[src/sv/vn2d_pkg.sv]
// Shared types and constants for the 2D value noise pipeline.
`default_nettype none

package vn2d_pkg;

  // Register stages from an accepted point to the noise output register.
  localparam int unsigned NUM_STAGES = 7;

  // Corner order used on every corner bus.
  localparam int unsigned NCORNER = 4;
  localparam int unsigned C00 = 0;
  localparam int unsigned C10 = 1;
  localparam int unsigned C01 = 2;
  localparam int unsigned C11 = 3;

  typedef logic [15:0] sample_t;
  typedef sample_t [NCORNER-1:0] corner_vals_t;

  // Lattice hash.
  localparam logic [31:0] HASH_MUL_X = 32'd374761393;
  localparam logic [31:0] HASH_MUL_Y = 32'd668265263;
  localparam logic [30:0] HASH_MOD   = 31'd1274126177;

  // floor(2^47 / HASH_MOD), used to scale the residue to Q0.16 without a divider.
  localparam logic [16:0] HASH_RECIP = 17'((64'd1 << 47) / 64'd1274126177);

  // Quintic fade coefficients.
  localparam logic [21:0] FADE_C5 = 22'd6;
  localparam logic [21:0] FADE_C4 = 22'd15;
  localparam logic [21:0] FADE_C3 = 22'd10;

endpackage

`default_nettype wire

[src/sv/vn2d_fade.sv]
// Five-stage quintic fade 6t^5 - 15t^4 + 10t^3 with truncating powers.
`default_nettype none

module vn2d_fade (
  input  wire logic        clk_i,
  input  wire logic [15:0] t_i,
  output      logic [15:0] w_o
);
  import vn2d_pkg::*;

  logic [31:0] p1, p2, p3, p4;
  logic [15:0] s1_t_q, s1_t2_q;
  logic [15:0] s2_t_q, s2_t3_q;
  logic [15:0] s3_t_q, s3_t3_q, s3_t4_q;
  logic [15:0] s4_t3_q, s4_t4_q, s4_t5_q;
  logic [21:0] f_w;
  logic [15:0] w_d, w_q;

  always_comb begin
    p1 = t_i * t_i;
    p2 = s1_t2_q * s1_t_q;
    p3 = s2_t3_q * s2_t_q;
    p4 = s3_t4_q * s3_t_q;
  end

  always_ff @(posedge clk_i) begin
    s1_t_q  <= t_i;
    s1_t2_q <= p1[31:16];
    s2_t_q  <= s1_t_q;
    s2_t3_q <= p2[31:16];
    s3_t_q  <= s2_t_q;
    s3_t3_q <= s2_t3_q;
    s3_t4_q <= p3[31:16];
    s4_t3_q <= s3_t3_q;
    s4_t4_q <= s3_t4_q;
    s4_t5_q <= p4[31:16];
  end

  // The polynomial can dip below zero or pass one from truncation; clamp it.
  always_comb begin
    f_w = FADE_C5 * {6'd0, s4_t5_q} - FADE_C4 * {6'd0, s4_t4_q}
        + FADE_C3 * {6'd0, s4_t3_q};
    if (f_w[21]) begin
      w_d = 16'd0;
    end else if (|f_w[20:16]) begin
      w_d = 16'hFFFF;
    end else begin
      w_d = f_w[15:0];
    end
  end

  always_ff @(posedge clk_i) begin
    w_q <= w_d;
  end

  assign w_o = w_q;

endmodule

`default_nettype wire

[config.mk]
export PLATFORM = sky130hd
export DESIGN_NAME = vn2d_fade
export DESIGN_NICKNAME = d
export VERILOG_FILES = /design/src/sv/vn2d_pkg.sv /design/src/sv/vn2d_fade.sv
export SDC_FILE = /design/constraint.sdc
export NUM_CORES = 2
export LEC_CHECK = 0
export BUFFER_PORTS_ARGS = -buffer_cell sky130_fd_sc_hd__buf_4
export CAP_MARGIN = 20
export CORE_MARGIN = 2
export CORE_UTILIZATION = 55
export CTS_CLUSTER_DIAMETER = 40
export DETAILED_ROUTE_END_ITERATION = 7
export PLACE_DENSITY = 0.73
export SLEW_MARGIN = 40
export SYNTH_ARGS = -nofsm -noshare
export SYNTH_HDL_FRONTEND = slang
export SYNTH_SLANG_ARGS = --single-unit
[constraint.sdc]
create_clock -name clk_i -period 16.66 [get_ports clk_i]
set_input_delay 3.332 -clock clk_i [delete_from_list [all_inputs] [get_ports clk_i]]
set_output_delay 3.332 -clock clk_i [all_outputs]
set_load 0.01 [all_outputs]
Yosys cells after proc, flatten, opt, wreduce, memory -nomap -nowiden
Index checks and enable logic that the tools add are counted.
- $add $sub $neg: 2
- $mul: 7
- muxes and demuxes: 1
- reduce and logical (&&, ||, !) cells: 1
- operators with widths (cell ; number):
    multiplier 16 x 16 -> 32 bit ; 4
    adder 21 x 21 -> 22 bit ; 1
    subtractor 19 x 20 -> 21 bit ; 1
    multiplier 4 x 16 -> 20 bit (first input constant) ; 1
    multiplier 3 x 16 -> 19 bit (first input constant) ; 1
    multiplier 2 x 16 -> 18 bit (first input constant) ; 1
    two-way mux 16 bit ; 1
    OR reduction 5 bit ; 1
- register bits: 176
- input port bits: 17
- output and inout bits: 16
- word-level logic and storage cells: 22

Longest topological paths before layout
- depth in word-level cells: 5
- mapped depth: 32
- mapped depth without buffers: 31

Worst setup path before layout
OpenSTA, ideal clock, no wires.
- kind: input port to flip-flop
- from: input port t_i[6]
- to: register s1_t2_q[15]
- library setup time: 0.072 ns
- arrival time: 9.037 ns
- data required time: 16.588 ns
- path slack: 7.551 ns
- cell stages on the path: 25
- buffers on the path: 1
- cell sequence: clkbuf_1 nand2_1 fa_1 inv_1 fa_1 inv_1 fa_1 inv_1 fa_1 inv_1 fa_1 fa_1 inv_1 ha_1 a21oi_1 o211ai_1 a221oi_1 a2111oi_2 o41ai_1 a21boi_1 o21a_1 nor2_1 o21ai_2 o41ai_2 xnor2_1
- longest elaborated chain between the ends: 1
- ends and longest elaborated chain (element ; line ; RTL):
    from (decl) ; vn2d_fade.sv:6 ; input wire logic [15:0] t_i,
    multiplier 16 x 16 -> 32 bit ; vn2d_fade.sv:20 ; p1 = t_i * t_i;
    named net p1[31] ; vn2d_fade.sv:11 ; logic [31:0] p1, p2, p3, p4;
    to (signal assigned) ; vn2d_fade.sv:28 ; s1_t2_q <= p1[31:16];
    to (decl) ; vn2d_fade.sv:12 ; logic [15:0] s1_t_q, s1_t2_q;
The timed path passes the listed nets, and every way through them passes these cells.
A chain may end at the register's enable or synchronous reset.

Worst setup path in the final report
- from: input port t_i[4]
- to: register s1_t2_q[15]
The elaborated chain is that of the path after synthesis.

==> impl_metrics.ini <==
[final_layout]
final_cell_area_um2 = 40400
syn_to_final_growth_pct = 4.77
multiInputGateArea_um2 = 30600
fillCellCount = 6202
drive_gt1_share_pct = 3.22
layout.nets = 5475
seq_area_um2 = 3540

[setup_path]
r2r_cells = 23
cp-end-kind = flop
r2r_end = s3_t4_q[14]$_DFF_P_
reg2reg_slack_ns = 9.36
crit_fanout = 15
worstSetupPathType = input pin to flop
r2r-start = s2_t3_q[11]$_DFF_P_
cp.required_ns = 17.09
critPathLaunchType = input pin
arrival_ns = 9.57

[synth]
syn_nets = 5517
yosysUniqueCellTypes = 69
ys_warn_count = 0
ys_seq_area_share_pct = 9.14
syn_area_per_cell_um2 = 9.14
synthFlopType = dfxtp_1
async_flop_share_pct = 0
synth_edf_count = 0
synth-seq-cells = 176
synthCells = 4217
syn_area_um2 = 38600

[clock_tree]
clkSlewWorstSetupHoldPaths_ns = 0.09
postCtsResizedCells = 0
postCtsSetupBuffers = 0
clock-root-buffer = clkbuf_16
postCtsHoldBufs = 0
clk_latency_ns = 0.50
cts-buffers-inserted = 17
clk_path_buf_depth = 2
cts_tree = yes
h-tree-depth = 4
cts.sinks = 176

[global_route]
antenna_found_initial = 5
grt_usage_pct = 24.6
grt_pass1_vias = 28900
grt_pass1_wl_um = 142000
grt_overflow = 0
grt_max_degree = 23

[floorplan]
start_util_pct = 55.3
dieHeight_um = 269
dieArea_um2 = 72200
core_um2 = 69700
fp.dieW_um = 269
ios = 33
std_cell_rows = 97

[sta]
maxSlewViolCount = 0
fin_crit_ns = 9.15
fin_crit_sh_pct = 54.9
setup_viol = 0
holdWs_ns = 0.319
tns_ns = 0
hold_violations = 0
tightest_slew_ns = 0.926
fmax_mhz = 109
slew_headroom_pct = 38.2
skew_ns = 0.0212
rsz0062_at_grt = no

[route]
vias_per_cell = 5.22
wl_um = 82600
post-route-drc-count = 0
drt-initial-drc-count = 1379
firstDrtPassIters = 5
vias = 26800
wl_per_cell_um = 16.1
antenna_left = 0

[status]
outcome = complete, no violations

[place]
hpwl_um = 66000
portBuffers = 32
place_area_um2 = 39700
place_congestion = 0.882

[hold_path]
hold_class = flop to flop
min-delay-start = s3_t3_q[3]$_DFF_P_
hold_depth = 0
min_to = s4_t3_q[3]$_DFF_P_

[run]
drv_cap = 0
==> synth_stat cells (all sizes together), types with 5 or more instances <==
master   number  area [µm²]
inv        1073        4030
fa          790       15800
nand2       590        2210
ha          493        6170
and2        327        2050
dfxtp       176        3520
clkbuf      110         413
nor2         91         342
a21oi        90         462
xnor2        78         683
o21ai        59         307
a21o         42         315
xor2         42         368
nand3        24         120
nor3         24         120
nor2b        20         125
a41oi        19         174
nand4        16         100
o21a         16         120
nand2b       15        93.8
o21bai       12        90.1
a31oi        10        62.6
a211oi        8        65.1
and3          8        50.1
buf           8        46.3
o211ai        8        60.1
a2111oi       7         105
a21boi        6        45.0
or2           5        31.3
==> cell type report <==
class,count,share of cell area [%]
multi-input combinational,2850,75.7
sequential,176,8.76
timing repair buffer,57,1.06
inverter,1073,9.97
clock inverter,15,0.554
antenna,1,0.00619
clock buffer,17,1.05
tap,940,2.91
==> how the worst max path moves through the flow <==
stage               startpoint             endpoint  slack [ns]  cells after the start
finish                  t_i[4]  s1_t2_q[15]$_DFF_P_        7.51                     25
global route            t_i[4]  s1_t2_q[15]$_DFF_P_        7.12                     25
CTS                     t_i[4]  s1_t2_q[15]$_DFF_P_        7.50                     25
detailed placement      t_i[4]  s1_t2_q[15]$_DFF_P_        6.97                     25
global placement        t_i[7]  s1_t2_q[15]$_DFF_P_        7.08                     25
floorplan               t_i[6]  s1_t2_q[15]$_DFF_P_        7.55                     25
==> worst max-delay path: stages <==
cell	delay, ns
buf_4	0.20
inv_1	0.17
nor2_1	0.24
fa_1	0.44
inv_1	0.09
fa_1	0.43
fa_1	0.52
inv_1	0.07
fa_1	0.54
inv_1	0.05
fa_1	0.45
fa_1	0.49
inv_1	0.04
ha_1	0.30
a21oi_1	0.16
o211ai_1	0.10
a221oi_1	0.33
a2111oi_2	0.12
o41ai_1	0.43
a21boi_1	0.18
o21a_1	0.22
nor2_1	0.16
o21ai_2	0.12
o41ai_2	0.23
xnor2_1	0.14
==> layer usage <==
metal  part of all wire, %  up-vias  track usage, %  wire length, µm
met4                   1.9        4            6.44             1600
met5                 0.034        -               0               28
met2                    49      661            42.3            40300
li1                      -    12500               -                -
met3                   5.4      123            3.47             4440
met1                    44    13500            32.8            36300
==> cells in the final DEF (no fill, tap or decap), types with 10 or more instances in the layout <==
master and count:
o21a_1 16, clkbuf_16 17, xor2_1 42, nor2_1 91
ha_1 493, fa_1 790, buf_4 57, a21o_1 42
o21bai_1 12, nor3_1 24, a31oi_1 10, a21oi_1 87
o21ai_0 48, dfxtp_1 163, inv_1 1073, nand2b_1 15
nor2b_1 20, a41oi_1 18, xnor2_1 77, nand2_1 590
nand3_1 24, nand4_1 16, and2_1 327, dfxtp_2 13
==> through the flow <==
stage,setup slack (ns),cells,util [%]
2_1_floorplan,7.55,4217,-
3_5_place_dp,6.97,5095,57.0
3_3_place_gp,7.08,5095,57.0
6_report,7.51,5129,58.0
5_1_grt,7.12,5128,58.0
4_1_cts,7.50,5127,58.0
==> cell families after synthesis <==
| kind of cell | share of synthesized area (%) |
|---|---|
| compound gates | 5.46 |
| xor+xnor | 2.73 |
| flops | 9.14 |
| fa+ha+maj | 57.0 |
| mux | 0.0844 |
| simple gates | 13.9 |
| buf+inv | 11.6 |
Power is not shown: default switching activity piles up to over one toggle a cycle in this logic, so the estimate is an artifact.
